## config.mk

```make
export PLATFORM = sky130hd
export DESIGN_NAME = bpa_word_unit
export DESIGN_NICKNAME = d
export VERILOG_FILES = /design/src/rtl/core/bitmap_page_allocator_core_defines.svh /design/src/rtl/core/bpa_pkg.sv /design/src/rtl/core/bpa_word_unit.sv
export SDC_FILE = /design/constraint.sdc
export NUM_CORES = 1
export LEC_CHECK = 0
export BUFFER_PORTS_ARGS = -buffer_cell sky130_fd_sc_hd__buf_2
export CAP_MARGIN = 20
export CELL_PAD_IN_SITES_DETAIL_PLACEMENT = 1
export CELL_PAD_IN_SITES_GLOBAL_PLACEMENT = 1
export CORE_MARGIN = 5
export CORE_UTILIZATION = 35
export DETAILED_ROUTE_END_ITERATION = 8
export GPL_TIMING_DRIVEN = 0
export PLACE_DENSITY = 0.93
export SLEW_MARGIN = 25
export SYNTH_ARGS = -nofsm -noshare
export SYNTH_HDL_FRONTEND = slang
export SYNTH_SLANG_ARGS = --single-unit
```

## constraint.sdc

```tcl
create_clock -name vclk -period 3.7
set_input_delay 0.37 -clock vclk [all_inputs]
set_output_delay 0.37 -clock vclk [all_outputs]
set_load 0.02 [all_outputs]
```

## src/rtl/core/bitmap_page_allocator_core_defines.svh

```systemverilog
// ----------------------------------------------------------------------------
// Bitmap page allocator assertion macros
// Concurrent assertion helpers, compiled out for synthesis.
// ----------------------------------------------------------------------------
`ifndef BITMAP_PAGE_ALLOCATOR_CORE_DEFINES_SVH
`define BITMAP_PAGE_ALLOCATOR_CORE_DEFINES_SVH

`ifndef SYNTHESIS
// same-cycle implication, sampled on clk, off during reset
`define BPA_ASSERT_IMPLIES(label, ante, cons) \
    label: assert property (@(posedge clk) disable iff (!rst_n) (ante) |-> (cons)) \
        else $error("bpa assertion failed");
// next-cycle implication, sampled on clk, off during reset
`define BPA_ASSERT_NEXT(label, ante, cons) \
    label: assert property (@(posedge clk) disable iff (!rst_n) (ante) |=> (cons)) \
        else $error("bpa assertion failed");
`else
`define BPA_ASSERT_IMPLIES(label, ante, cons)
`define BPA_ASSERT_NEXT(label, ante, cons)
`endif

`endif

```

## src/rtl/core/bpa_pkg.sv

```systemverilog
// ----------------------------------------------------------------------------
// Bitmap page allocator package
// Sizes, codes, sequencer states and shared types of the allocator core.
// ----------------------------------------------------------------------------
package bpa_pkg;

    // map geometry
    localparam int MAX_PAGES   = 65536;
    localparam int PAGE_BYTES  = 4096;
    localparam int PAGE_SHIFT  = $clog2(PAGE_BYTES);
    localparam int WORD_BITS   = 64;
    localparam int BIT_AW      = $clog2(WORD_BITS);
    localparam int IDX_W       = BIT_AW + 1;
    localparam int MAP_WORDS   = MAX_PAGES / WORD_BITS;
    localparam int WORD_AW     = $clog2(MAP_WORDS);
    localparam int PAGE_AW     = $clog2(MAX_PAGES);
    localparam int CNT_W       = PAGE_AW + 1;

    // port widths
    localparam int CFG_W       = 17;
    localparam int ADDR_W      = 48;
    localparam int POS_W       = ADDR_W + 2;
    localparam int PFN_W       = POS_W - PAGE_SHIFT;
    localparam int TOTAL_RESET = 65536;

    typedef enum logic [1:0] {
        OP_ALLOC     = 2'd0,
        OP_FREE      = 2'd1,
        OP_MARK_USED = 2'd2,
        OP_MARK_FREE = 2'd3
    } opcode_t;

    typedef enum logic [1:0] {
        STAT_DONE    = 2'd0,
        STAT_OOM     = 2'd1,
        STAT_DFREE   = 2'd2,
        STAT_IGNORED = 2'd3
    } status_t;

    typedef enum logic [1:0] {
        WOP_FIND  = 2'd0,
        WOP_SET   = 2'd1,
        WOP_CLEAR = 2'd2
    } word_op_t;

    // bit window [lo, hi_x) of one map word and what to do with it
    typedef struct packed {
        word_op_t           op;
        logic [BIT_AW-1:0]  lo;
        logic [IDX_W-1:0]   hi_x;
    } word_ctl_t;

    typedef struct packed {
        logic               found;
        logic [BIT_AW-1:0]  idx;
        logic               any_used;
    } word_stat_t;

    typedef enum logic [3:0] {
        ST_CLEAR,
        ST_IDLE,
        ST_ALLOC_MOD,
        ST_ALLOC_SCAN,
        ST_FREE_RD,
        ST_FREE_CHK,
        ST_RANGE_SETUP,
        ST_RANGE_CLIP,
        ST_RANGE_WR
    } state_t;

    // page count in use: register value saturated at the map size
    function automatic logic [CNT_W-1:0] active_pages(input logic [CFG_W-1:0] tp);
        logic [CNT_W-1:0] res;
        if ({{(32-CFG_W){1'b0}}, tp} > 32'(MAX_PAGES))
            res = CNT_W'(MAX_PAGES);
        else
            res = CNT_W'(tp);
        return res;
    endfunction

endpackage

```

## src/rtl/core/bpa_word_unit.sv

```systemverilog
// ----------------------------------------------------------------------------
// Bitmap page allocator word unit
// Shared mask, free-bit search and update logic for one map word.
// ----------------------------------------------------------------------------
module bpa_word_unit (
    input  bpa_pkg::word_ctl_t             ctl,
    input  logic [bpa_pkg::WORD_BITS-1:0]  data,
    output logic [bpa_pkg::WORD_BITS-1:0]  new_data,
    output bpa_pkg::word_stat_t            stat
);
    import bpa_pkg::*;

    logic [WORD_BITS-1:0] mask;
    logic [WORD_BITS-1:0] cand;
    logic [WORD_BITS-1:0] pick;
    logic [BIT_AW-1:0]    idx;

    // window of bits [lo, hi_x)
    assign mask = ({WORD_BITS{1'b1}} << ctl.lo) & ~({WORD_BITS{1'b1}} << ctl.hi_x);
    assign cand = ~data & mask;

    // lowest free bit in the window
    always_comb
    begin
        idx = '0;
        for (int i = WORD_BITS - 1; i >= 0; i--)
        begin
            if (cand[i])
                idx = BIT_AW'(i);
        end
    end

    assign pick = {{(WORD_BITS-1){1'b0}}, 1'b1} << idx;

    always_comb
    begin
        case (ctl.op)
            WOP_FIND:  new_data = (|cand) ? (data | pick) : data;
            WOP_SET:   new_data = data | mask;
            WOP_CLEAR: new_data = data & ~mask;
            default:   new_data = data;
        endcase
    end

    assign stat.found    = |cand;
    assign stat.idx      = idx;
    assign stat.any_used = |(data & mask);

endmodule

```

==> results of run 1 <==
## routing by layer
metal,GRT overflow,global-route usage
met3,2,0.647
met4,75,0.827
met1,1,0.766
met2,110,0.935
met5,0,0.256
## cell usage after synthesis, types with 6 or more instances
cell type	n
a21oi_1	93
o21ai_0	72
clkbuf_1	58
nand2_1	58
nor2_1	56
a22oi_1	55
nand4_1	45
inv_1	30
a211oi_1	29
buf_2	28
nor3_1	26
nand3_1	22
a2111oi_0	19
a21o_1	17
a221oi_1	17
and2_1	17
nor4_1	17
o211ai_1	16
a2111o_1	12
and3_1	11
or3_1	11
buf_1	10
or2_2	10
a21boi_0	9
nand2b_1	8
o21a_1	8
a31oi_1	7
o221ai_1	7
o31a_1	7
o31ai_1	7
a211o_1	6
a2bb2oi_1	6
and4_1	6
o2111a_1	6
o221a_2	6
## what timing repair did
action                                  4_1_cts
cloned                                       10
pin swaps                                    87
resized for setup                           504
endpoints found under the setup margin       71
endpoints found under the hold margin         0
buffers inserted                            120
## kinds of logic after synthesis
family,Yosys count
AO/OA/AOI/OAI,470
AND/OR/NAND/NOR,318
buffers and inverters,130
## metrics by stage
stage / instances / setup WS [ps]
2_1_floorplan: 918 / -209
3_3_place_gp: 1278 / -1930
3_5_place_dp: 1278 / -1920
4_1_cts: 1397 / -634
==> results by group, run 1 <==
Run status
  – Status: aborted with a tool error
  – Failing step: 5_1_grt
  – Error: [ERROR GRT-0232] Routing congestion too high. Check the congestion heatmap in the GUI.

Synthesis
  – Synth top area share: 0.0818
  – Mux share of post-synthesis cell area: 0
  – Area of the mapped netlist: 5690 um2
  – Post-synthesis simple-gate area fraction: 0.305
  – Library cells used by synthesis: 83
  – Post-Synthesis Cells: 918
  – Synth Area in Compound Gates: 0.601
  – Ys Warns: 0
  – Largest family of logic cells by synthesized area: compound AO/OA/AOI/OAI gates
  – Post-synthesis xor/xnor area fraction: 0
  – Synth Area per Inst: 6.20 um2
  – Synth Area in Adders: 0
  – Most area-consuming cells after synthesis: a21oi_1 8.2%, a22oi_1 7.3%, o21ai_0 6.3%
  – Post-Syn Nets: 997
  – Area leader, netlist: a21oi_1
  – Register area share after synthesis: 0

Global routing
  – Largest net degree at the start of global routing: 11
  – Grt ovf: 188
  – GRT Total Usage: 0.783

Floorplanning
  – Starting Density: 0.357
  – Die width: 137 um
  – Row count: 46
  – Io pins: 151
  – Die Ht: 137 um

STA
  – WEP type: output port
  – Post-GRT worst EP: new_data[23]

Placement
  – Number of port buffers: 144
  – Post-DP HPWL: 37,100 um
  – Area post-placement: 7260 um2
  – Final GP Congestion: 1.09

Clock network
  – Hold-fix buffers, CTS: 0
==> inputs of run 2 (changes only) <==
--- a/config.mk
+++ b/config.mk
@@ -7,13 +7,11 @@
 export LEC_CHECK = 0
 export BUFFER_PORTS_ARGS = -buffer_cell sky130_fd_sc_hd__buf_2
 export CAP_MARGIN = 20
-export CELL_PAD_IN_SITES_DETAIL_PLACEMENT = 1
-export CELL_PAD_IN_SITES_GLOBAL_PLACEMENT = 1
 export CORE_MARGIN = 5
 export CORE_UTILIZATION = 35
 export DETAILED_ROUTE_END_ITERATION = 8
 export GPL_TIMING_DRIVEN = 0
-export PLACE_DENSITY = 0.93
+export PLACE_DENSITY_LB_ADDON = 0.15
 export SLEW_MARGIN = 25
 export SYNTH_ARGS = -nofsm -noshare
 export SYNTH_HDL_FRONTEND = slang
==> constraint.sdc (replaced) <==
create_clock -name vclk -period 4.8
set_input_delay 0.48 -clock vclk [all_inputs]
set_output_delay 0.48 -clock vclk [all_outputs]
set_load 0.02 [all_outputs]
==> results by group, run 2 <==
Synthesis
  – Synth Area per Inst: 6.20 um2 (unchanged)
  – Register area share after synthesis: 0 (unchanged)
  – Post-Syn Nets: 997 (unchanged)
  – Synth top area share: 0.0818 (unchanged)
  – Library cells used by synthesis: 83 (unchanged)
  – Post-Synthesis Cells: 918 (unchanged)
  – Synth top cells by count: 93 x a21oi_1, 72 x o21ai_0, 58 x clkbuf_1, 58 x nand2_1, 56 x nor2_1
  – Area leader, netlist: a21oi_1
  – Ys Warns: 0 (unchanged)
  – Most area-consuming cells after synthesis: a21oi_1 8.2%, a22oi_1 7.3%, o21ai_0 6.3%
  – Most numerous cell in the Yosys netlist: a21oi_1
  – Area of the mapped netlist: 5690 um2 (unchanged)

STA
  – Period utilization: 1.01
  – Slew Viols, Final: 0
  – Unrepaired setup endpoints after global routing: yes
  – Max Freq: 206 MHz
  – Fin crit period: 4860 ps
  – Hold Fails Final Rpt: 0
  – Post-route setup slack: -62.5 ps
  – Final setup fails: 8
  – Slew at the pin with the worst max-slew slack: 1030 ps
  – Max-Slew Margin vs Limit: 0.311

Global routing
  – Vias in the first global route: 8,888
  – Initial antenna violation count: 0
  – Largest net degree at the start of global routing: 11
  – GRT Total Usage: 0.442
  – Global-route wire length before repair: 61,200 um
  – Grt ovf: 0

Floorplanning
  – Core area: 15,900 um2
  – Die area: 18,900 um2
  – Starting Density: 0.357 (unchanged)
  – Row count: 46 (unchanged)
  – Die width: 137 um (unchanged)
  – Die Ht: 137 um (unchanged)
  – Io pins: 151 (unchanged)

Clock network
  – Hold-fix buffers, CTS: 0 (unchanged)

Finish
  – Sequential cell count: 0
  – Sequential Area: 0 um2
  – FILL cells: 1,697
  – Layout area overhead: 38.9%
  – Post-route cell area: 7900 um2
  – Commonest cells after routing, fill and taps aside: 152 x buf_2, 89 x a21oi_1, 66 x o21ai_0
  – # diodes: 0
  – Non-Filler Instances: 1,295
  – Most common cell after layout, fill and taps aside: buf_2
  – Final Util: 0.496
  – Clock buffer cells: 0
  – Layout cells sized above 1: 0.348
  – Nets: 1,160

Pwr
  – Power per Cell Area: 166 nW/um2
  – VDD IR-drop max: 0.135 mV
  – Leak Pwr: 2.97 nW
  – Pwr Total: 0.00132 W

Placement
  – Placed cells: 1,278 (unchanged)
  – Number of port buffers: 144 (unchanged)
  – Area post-placement: 6690 um2 (-7.8%)
  – Post-DP HPWL: 34,900 um (-5.8%)
  – Final GP Congestion: 1.08 (-1.5%)
  – Pre-CTS setup slack: -1150 ps (+764 ps)

Critical path
  – Worst EP required: 4320 ps
  – Worst EP arrival: 4380 ps
  – Crit path launch type: input port
  – Worst Setup End Kind: output pin
  – CP Max Fanout: 10
  – WS Path Type: in2out

Drt
  – Detailed-route wire length per cell: 33.9 um
  – DR DRC count: 0
  – DR vias: 9,907
  – Total Wirelength: 43,900 um
  – Vias per cell: 7.65
  – Total iterations of the first detailed-routing run: 8
  – Iteration-0 DRC Markers: 1,831
  – Routed Antenna Nets: 0

Run status
  – Failing checks: setup timing
  – Status: complete, but fails checks

Job
  – Max_cap viols: 0

Hold path
  – Worst hold path type: in2out
## run 2: cell counts after synthesis
Identical to the previous run, type by type.
## run 2: through the flow
step	setup TNS [ps]	hold WS, ps
2_1_floorplan	0	1140
3_3_place_gp	-66810	1340
3_5_place_dp	-51100	1340
4_1_cts	-29.8	1350
5_1_grt	-266	1360
6_report	-282	1340
## run 2: final timing paths
check | startpoint | end | cells past startpoint | slack (ps)
max | ctl[6] | new_data[26] | 14 | -60
min | data[54] | new_data[54] | 4 | 1340
## run 2: area by class of cell
| class | instances | area, um2 | area share |
|---|---|---|---|
| Multi-Input combinational cell | 788 | 6030 | 0.764 |
| Buffer | 89 | 536 | 0.0678 |
| Timing Repair Buffer | 170 | 941 | 0.119 |
| Inverter | 32 | 120 | 0.0152 |
| Tap cell | 216 | 270 | 0.0342 |
## run 2: power by group
group | internal [W] | total [W] | switching (W)
Sequential | 0 | 0 | 0
Clock | 0 | 0 | 0
Combinational | 0.000426 | 0.00132 | 0.000889
## run 2: per-layer routing
layer | track usage | part of all wire
met4 | 0.216 | 0.071
met1 | 0.603 | 0.37
met2 | 0.628 | 0.40
met3 | 0.133 | 0.16
met5 | 0 | 0
## run 2: kinds of logic (layout without fill, tap and decap cells)
kind of cell	after synthesis	in the layout	synth area share
and+or+nand+nor	318	318	0.305
AOI/OAI and AO/OA	470	470	0.601
buffers and inverters	130	291	0.0946
## run 2: worst max-delay path, cell delays in order
cell      delay (ps)
buf_2            170
clkbuf_4         230
or4_1            630
buf_2            230
o211ai_1         220
buf_4            180
o2111a_1         260
nor3b_4          290
nand2_1          210
nor3b_4          350
a21boi_2         370
nand3_1          170
a22oi_1          330
buf_2            240
## run 2: what timing repair did
item                                    4_1_cts  5_1_grt
gates resized for setup                     124      139
endpoints found under the setup margin       65       63
pin swaps                                    11       19
setup buffers                                10       15
gates cloned                                  0        1
Note: power is estimated with default switching activity, not from simulation.
