<file path="src/rtl/core/bitmap_page_allocator_core_defines.svh">
// ----------------------------------------------------------------------------
// Bitmap page allocator assertion macros
// Concurrent assertion helpers, compiled out for synthesis.
// ----------------------------------------------------------------------------
`ifndef BITMAP_PAGE_ALLOCATOR_CORE_DEFINES_SVH
`define BITMAP_PAGE_ALLOCATOR_CORE_DEFINES_SVH

`ifndef SYNTHESIS
// same-cycle implication, sampled on clk, off during reset
`define BPA_ASSERT_IMPLIES(label, ante, cons) \
    label: assert property (@(posedge clk) disable iff (!rst_n) (ante) |-> (cons)) \
        else $error("bpa assertion failed");
// next-cycle implication, sampled on clk, off during reset
`define BPA_ASSERT_NEXT(label, ante, cons) \
    label: assert property (@(posedge clk) disable iff (!rst_n) (ante) |=> (cons)) \
        else $error("bpa assertion failed");
`else
`define BPA_ASSERT_IMPLIES(label, ante, cons)
`define BPA_ASSERT_NEXT(label, ante, cons)
`endif

`endif

</file>
<file path="src/rtl/core/bpa_pkg.sv">
// ----------------------------------------------------------------------------
// Bitmap page allocator package
// Sizes, codes, sequencer states and shared types of the allocator core.
// ----------------------------------------------------------------------------
package bpa_pkg;

    // map geometry
    localparam int MAX_PAGES   = 65536;
    localparam int PAGE_BYTES  = 4096;
    localparam int PAGE_SHIFT  = $clog2(PAGE_BYTES);
    localparam int WORD_BITS   = 64;
    localparam int BIT_AW      = $clog2(WORD_BITS);
    localparam int IDX_W       = BIT_AW + 1;
    localparam int MAP_WORDS   = MAX_PAGES / WORD_BITS;
    localparam int WORD_AW     = $clog2(MAP_WORDS);
    localparam int PAGE_AW     = $clog2(MAX_PAGES);
    localparam int CNT_W       = PAGE_AW + 1;

    // port widths
    localparam int CFG_W       = 17;
    localparam int ADDR_W      = 48;
    localparam int POS_W       = ADDR_W + 2;
    localparam int PFN_W       = POS_W - PAGE_SHIFT;
    localparam int TOTAL_RESET = 65536;

    typedef enum logic [1:0] {
        OP_ALLOC     = 2'd0,
        OP_FREE      = 2'd1,
        OP_MARK_USED = 2'd2,
        OP_MARK_FREE = 2'd3
    } opcode_t;

    typedef enum logic [1:0] {
        STAT_DONE    = 2'd0,
        STAT_OOM     = 2'd1,
        STAT_DFREE   = 2'd2,
        STAT_IGNORED = 2'd3
    } status_t;

    typedef enum logic [1:0] {
        WOP_FIND  = 2'd0,
        WOP_SET   = 2'd1,
        WOP_CLEAR = 2'd2
    } word_op_t;

    // bit window [lo, hi_x) of one map word and what to do with it
    typedef struct packed {
        word_op_t           op;
        logic [BIT_AW-1:0]  lo;
        logic [IDX_W-1:0]   hi_x;
    } word_ctl_t;

    typedef struct packed {
        logic               found;
        logic [BIT_AW-1:0]  idx;
        logic               any_used;
    } word_stat_t;

    typedef enum logic [3:0] {
        ST_CLEAR,
        ST_IDLE,
        ST_ALLOC_MOD,
        ST_ALLOC_SCAN,
        ST_FREE_RD,
        ST_FREE_CHK,
        ST_RANGE_SETUP,
        ST_RANGE_CLIP,
        ST_RANGE_WR
    } state_t;

    // page count in use: register value saturated at the map size
    function automatic logic [CNT_W-1:0] active_pages(input logic [CFG_W-1:0] tp);
        logic [CNT_W-1:0] res;
        if ({{(32-CFG_W){1'b0}}, tp} > 32'(MAX_PAGES))
            res = CNT_W'(MAX_PAGES);
        else
            res = CNT_W'(tp);
        return res;
    endfunction

endpackage

</file>
<file path="src/rtl/core/bpa_mod_unit.sv">
// ----------------------------------------------------------------------------
// Bitmap page allocator remainder unit
// Restoring remainder of the search hint by the page count, one bit a cycle.
// ----------------------------------------------------------------------------
module bpa_mod_unit (
    input  logic                          clk,
    input  logic                          rst_n,
    input  logic                          start,
    input  logic [bpa_pkg::CNT_W-1:0]     dividend,
    input  logic [bpa_pkg::CNT_W-1:0]     divisor,
    output logic                          done,
    output logic [bpa_pkg::PAGE_AW-1:0]   rem
);
    import bpa_pkg::*;

    localparam int STEP_W = $clog2(CNT_W + 1);

    logic [STEP_W-1:0] cnt_reg, cnt_next;
    logic              done_reg, done_next;
    logic [CNT_W-1:0]  quo_reg, quo_next;
    logic [CNT_W-1:0]  rem_reg, rem_next;
    logic [CNT_W-1:0]  div_reg, div_next;
    logic [CNT_W:0]    trial;

    // shift in the next dividend bit and try one subtract
    assign trial = {rem_reg, quo_reg[CNT_W-1]};

    always_comb
    begin
        cnt_next  = cnt_reg;
        done_next = 1'b0;
        quo_next  = quo_reg;
        rem_next  = rem_reg;
        div_next  = div_reg;
        if (start)
        begin
            cnt_next = STEP_W'(CNT_W);
            quo_next = dividend;
            rem_next = '0;
            div_next = divisor;
        end
        else if (cnt_reg != '0)
        begin
            cnt_next = cnt_reg - STEP_W'(1);
            quo_next = {quo_reg[CNT_W-2:0], 1'b0};
            if (trial >= {1'b0, div_reg})
                rem_next = CNT_W'(trial - {1'b0, div_reg});
            else
                rem_next = trial[CNT_W-1:0];
            done_next = (cnt_reg == STEP_W'(1));
        end
    end

    // control state
    always_ff @(posedge clk or negedge rst_n)
    begin
        if (!rst_n)
        begin
            cnt_reg  <= '0;
            done_reg <= 1'b0;
        end
        else
        begin
            cnt_reg  <= cnt_next;
            done_reg <= done_next;
        end
    end

    // datapath
    always_ff @(posedge clk)
    begin
        quo_reg <= quo_next;
        rem_reg <= rem_next;
        div_reg <= div_next;
    end

    assign done = done_reg;
    assign rem  = rem_reg[PAGE_AW-1:0];

endmodule

</file>
<file path="config.mk">
export PLATFORM = sky130hd
export DESIGN_NAME = bpa_mod_unit
export DESIGN_NICKNAME = d
export VERILOG_FILES = /design/src/rtl/core/bitmap_page_allocator_core_defines.svh /design/src/rtl/core/bpa_pkg.sv /design/src/rtl/core/bpa_mod_unit.sv
export SDC_FILE = /design/constraint.sdc
export NUM_CORES = 1
export LEC_CHECK = 0
export BUFFER_PORTS_ARGS = -buffer_cell sky130_fd_sc_hd__buf_2
export CAP_MARGIN = 10
export CELL_PAD_IN_SITES_DETAIL_PLACEMENT = 0
export CELL_PAD_IN_SITES_GLOBAL_PLACEMENT = 1
export CORE_ASPECT_RATIO = 0.5
export CORE_MARGIN = 2
export CORE_UTILIZATION = 44
export DETAILED_ROUTE_END_ITERATION = 6
export PLACE_DENSITY = 0.79
export SLEW_MARGIN = 15
export SYNTH_ARGS = -nofsm -noshare
export SYNTH_HDL_FRONTEND = slang
export SYNTH_SLANG_ARGS = --single-unit
</file>
<file path="constraint.sdc">
create_clock -name clk -period 3.3 [get_ports clk]
set_input_delay 0.66 -clock clk [delete_from_list [all_inputs] [get_ports clk]]
set_output_delay 0.66 -clock clk [all_outputs]
set_load 0.1 [all_outputs]
</file>
# [Yosys cells after proc, flatten, opt, wreduce, memory -nomap -nowiden]
# Index checks and enable logic that the tools add are counted.
[word_totals] regBits=57 input_bits=37 output_inout_bits=17 word_cells=18
[op_classes] n_mux=7 n_eq_ne=1 order_cmp=1 addsub=2 reduce_logical=2
[ops] cell="17-bit 2-to-1 mux" n=3
[ops] cell="18-bit by 17-bit greater-or-equal comparator with 1-bit output" n=1
[ops] cell="17-bit subtractor" n=1
[ops] cell="5-bit 2-to-1 mux" n=2
[ops] cell="5-bit by 1-bit equality test with 1-bit output, second input constant" n=1
[ops] cell="5-bit nonzero test" n=1
[ops] cell="5-bit by 1-bit subtractor with 5-bit output, second input constant" n=1
[ops] cell="1-bit 2-to-1 mux" n=2
[ops] cell="2-bit nonzero test" n=1

# [Longest topological paths before layout]
[depth] depth_word=3 ltp_mapped=12 mapped_depth_nobuf=11

# [Worst setup path after synthesis]
# Ideal clock, no wire load.
[synth_path] path_type="flip-flop to flip-flop" from="register quo_reg[16]" to="register rem_reg[3]" required_ns=3.230 synth_period_minus_slack_ns=2.655 stages_incl_launch_ff=12 path_buffers=0 setup_time_ns=0.070 t_arrival_ns=2.585 slack_ns=0.645 path_cell_list="edfxtp_1 > inv_1 > ha_1 > inv_1 > fa_1 > a21o_1 > a221o_1 > a221oi_4 > o21ai_2 > a21boi_0 > or3_1 > a21oi_1"
[synth_between] elab_chain_cells=2 word_cells_on_any_way=3 classes_between="add/sub (1); order compare (1); mux (1)"
[synth_lines] item="start: declaration" line_no="bpa_mod_unit.sv:20" text="logic [CNT_W-1:0] quo_reg, quo_next;"
[synth_lines] item="start signal: assignment" line_no="bpa_mod_unit.sv:72" text="quo_reg <= quo_next;"
[synth_lines] item="17-bit subtractor or 18-bit by 17-bit greater-or-equal comparator with 1-bit output (tied branches)" line_no="bpa_mod_unit.sv:47, bpa_mod_unit.sv:46"
[synth_lines] item="17-bit 2-to-1 mux *" line_no="bpa_mod_unit.sv:46" text="if (trial >= {1'b0, div_reg})"
[synth_lines] item="end signal: assignment" line_no="bpa_mod_unit.sv:73" text="rem_reg <= rem_next;"
[synth_lines] item="end: declaration" line_no="bpa_mod_unit.sv:21" text="logic [CNT_W-1:0] rem_reg, rem_next;"
# Mark *: on every way between the ends. The rest lies on a longest branch, timed or not.
# A chain may end at the register's enable or synchronous reset.

# [Worst setup path after layout]
# Same ends and word-level chain as after synthesis.

==> results.txt <==
From synthesis to final layout, the design area changed by 17.2%. The number of primary I/O pins is 54. The number of instances in the synthesized netlist is 330.

The detailed-route wire length per cell came out at approximately 15 µm. Headroom to the max-slew limit came out at 0.566. Of the cells placed in the final design, the portion with a size suffix greater than 1 is 0.250. For the final database, setup skew stands at about 4.6 ps. After routing, the total negative slack on setup checks comes to 0 ps.

Along the worst path, the maximum fanout reaches 14. The post-synthesis cell type count is 54. The weighted congestion reported at the end of routability-driven placement is 0.867. In this run, synthesis inferred 34 flip-flops with an integrated enable.

TritonCTS built the clock tree. sky130_fd_sc_hd__edfxtp_1 takes more of the synthesized area than any other cell. The clock-pin transition on the worst setup and hold timing paths is about 50 ps. The number of DRC violations after detailed-routing iteration 0 is 105.

The total grt overflow came out at 0. Yosys instantiated no cell more often than sky130_fd_sc_hd__edfxtp_1. Clock tree synthesis found a total of 57 sinks. The clock network latency to the later pin of the worst-skew pair came out at roughly 330 ps. The initial utilization of the core area, before any placement, comes to 0.455. The tree is rooted in a sky130_fd_sc_hd__clkbuf_16. Once the clock tree was built, the setup fixing pass inserted 0 buffers. Dividing the final minimum period by the clock period gives 0.903. The via total after detailed routing came out at between 2,000 and 2,500. The largest voltage drop on the vdd net is approximately 0.35 mV. The final standard cell utilization of the core is 0.533.

The hold violation count in the final report is 0. The overall power after layout came out at 3.96 mW. After synthesis, the share of flip-flops with an asynchronous set or reset is 0.105. The H-tree depth is 3. The count of nets left with antenna violations once routing finished came out at 0.

The worst hold path belongs to the class primary input to async pin. The number of register bits inferred by synthesis is 57. The area share of the leading cell type in the synthesized netlist came out at 0.306. Of the synthesized area, sequential elements account for 0.454. Buffers inserted during clock tree synthesis total 9. A synthesized cell averages 10.1 µm².

For this run, the detailed router's first-pass iteration total came to 4. The die covers about 8300 µm². The most used flip-flop cell after synthesis is sky130_fd_sc_hd__edfxtp_1. Summed over all nets, the half-perimeter wirelength after detailed placement is roughly 4900 µm. The maximum number of buffers from clock root to sink is 2. The static leakage power came out at ~1.7 nW. The net total in the final layout came out at roughly 430. The hold-fix buffer count after cts is 0.

The element type at the critical path end is a flop. In this run, post-CTS repair resized a total of 0 instances. The final worst slack came out at 321 ps. Entering global routing, the biggest net connects 54 pins. The initial antenna violation count was 0. In the global route stage, overall resource usage came out at 0.183. The die is ~130 µm wide. The worst slack at placement came out at roughly 320 ps. The number of antenna diodes in the final layout is 0.

The startpoint type of the worst setup path is a flop. Setup violations remaining at the end of the flow were counted as 0. The via count of the first global-routing pass is around 2,400. The global-route wire length before repair came out at 11,600 µm. By area the synthesized netlist is led by sky130_fd_sc_hd__edfxtp_1 (31%), sky130_fd_sc_hd__dfxtp_1 (10%), sky130_fd_sc_hd__ha_1 (7.5%). The number of warnings reported in the yosys synthesis log is 0. The number of input and output port buffers inserted is 53. The commonest cells after synthesis are sky130_fd_sc_hd__edfxtp_1 (34), sky130_fd_sc_hd__nor2_1 (32), sky130_fd_sc_hd__nand2_1 (29), sky130_fd_sc_hd__inv_1 (26), sky130_fd_sc_hd__a21oi_1 (22). The post-placement cell count is 456. The floorplan step set the die height to 65.5 µm. The aggregate routed wire length is approximately 6900 µm. The slew at the pin with the worst max-slew slack came out at roughly 650 ps. The final max-slew violation count is 0.

Setup repair after global routing left no endpoint under its margin. The post-synthesis instance area came out at between 3000 and 4000 µm². The site row count came out at 22. The flow ran to the end, and the final reports show no timing, DRC or antenna violations. The arrival time of the worst setup path is approximately 3200 ps.

The required time of the critical path is ~3600 ps. The number of remaining DRC errors is 0. The count of non-filler cells in the finished layout is around 470. In this run the power density over the cells is slightly above 1000 nW/µm². The total nets after synthesis came out at about 390. The highest achievable clock rate came out at between 300 and 400 MHz. In this run the standard cell core region covers approximately 7300 µm². The max capacitance violation total came out at 0. Dividing the detail-routed via count by the number of cells gives about 5.3. By startpoint and endpoint, the worst setup path is classified as flop to flop.

The smallest clock period supported by the final layout is computed as between 2000 and 3000 ps.
cell type report:
cell class / count / area, µm²
fillers: 670 / 3420
clock inverters: 6 / 92.6
multi-input cells: 219 / 1550
inverters: 27 / 101
flip-flops and latches: 57 / 1510
clock buffers: 10 / 229
well taps: 96 / 120
repair buffers: 57 / 295
through the flow:
| stage | instance area [µm²] | hold WS [ps] |
|---|---|---|
| floorplan | 3330 | 364 |
| global placement | 3580 | 480 |
| detailed placement | 3580 | 487 |
| CTS | 3900 | 144 |
| global route | 3900 | 140 |
| finish | 3900 | 151 |
where the power goes:
group | switching (mW) | internal [mW]
clock network | 0.322 | 0.662
logic | 1.34 | 0.610
registers | 0.119 | 0.910
cells by family (layout without fill, tap and decap cells):
kind of cell,count (synthesis),after routing,synth area share
AOI/OAI and AO/OA,76,76,0.159
xor gates and xnor gates,13,13,0.0342
adders and majority gates,21,21,0.0811
buffers and inverters,54,100,0.0819
DFF,57,57,0.454
muxes,19,19,0.0631
and+or+nand+nor,90,90,0.127
placed cells by master, fill, tap and decap left out, drive strengths merged, types with 3 or more instances in the layout:
master | netlist | layout
a221oi | 3 | 3
a21o | 3 | 3
o21a | 6 | 6
nor2 | 32 | 32
ha | 20 | 20
o211ai | 3 | 3
nor4b | 3 | 3
mux2i | 3 | 3
a311oi | 3 | 3
dfxtp | 17 | 17
mux2 | 16 | 16
clkbuf | 7 | 10
o21ai | 11 | 11
nand4 | 3 | 3
inv | 27 | 27
edfxtp | 34 | 34
a211o | 3 | 3
nand2 | 29 | 29
dfrtp | 6 | 6
nand3 | 4 | 4
nor3b | 3 | 3
and3 | 3 | 3
a211oi | 8 | 8
xnor2 | 11 | 11
o31ai | 4 | 4
a21oi | 22 | 22
buf | 20 | 57
layer usage:
layer | track usage | share of wire
met5 | 0 | 0
met4 | 0.0536 | 0.0025
met3 | 0.0822 | 0.076
met2 | 0.278 | 0.44
met1 | 0.236 | 0.48
worst max-delay path, stage by stage, from the launching register on:
cell                       delay, ps
sky130_fd_sc_hd__edfxtp_1        380
sky130_fd_sc_hd__inv_1            70
sky130_fd_sc_hd__ha_1            150
sky130_fd_sc_hd__inv_1            50
sky130_fd_sc_hd__fa_1            400
sky130_fd_sc_hd__a21o_1          220
sky130_fd_sc_hd__a221o_1         410
sky130_fd_sc_hd__a221oi_4        300
sky130_fd_sc_hd__o21ai_2         250
sky130_fd_sc_hd__a21boi_0        190
sky130_fd_sc_hd__or3_1           340
sky130_fd_sc_hd__a21oi_1         130
path summary, 6_finish.rpt:
path	slack (ps)	to	from	cells past startpoint
worst max-delay path	320	rem_reg[3]$_SDFFE_PP0P_	quo_reg[16]$_DFFE_PP_	11
worst min-delay path	150	done$_DFF_PN0_	rst_n	1
worst max register to register	320	rem_reg[3]$_SDFFE_PP0P_	quo_reg[16]$_DFFE_PP_	11
worst min register to register	490	rem_reg[8]$_SDFFE_PP0P_	rem_reg[8]$_SDFFE_PP0P_	2
max in group asynchronous	3000	cnt_reg[0]$_DFFE_PN0P_	rst_n	1
min in group clk	490	rem_reg[8]$_SDFFE_PP0P_	rem_reg[8]$_SDFFE_PP0P_	2
Note: power is estimated with default switching activity, not from simulation.
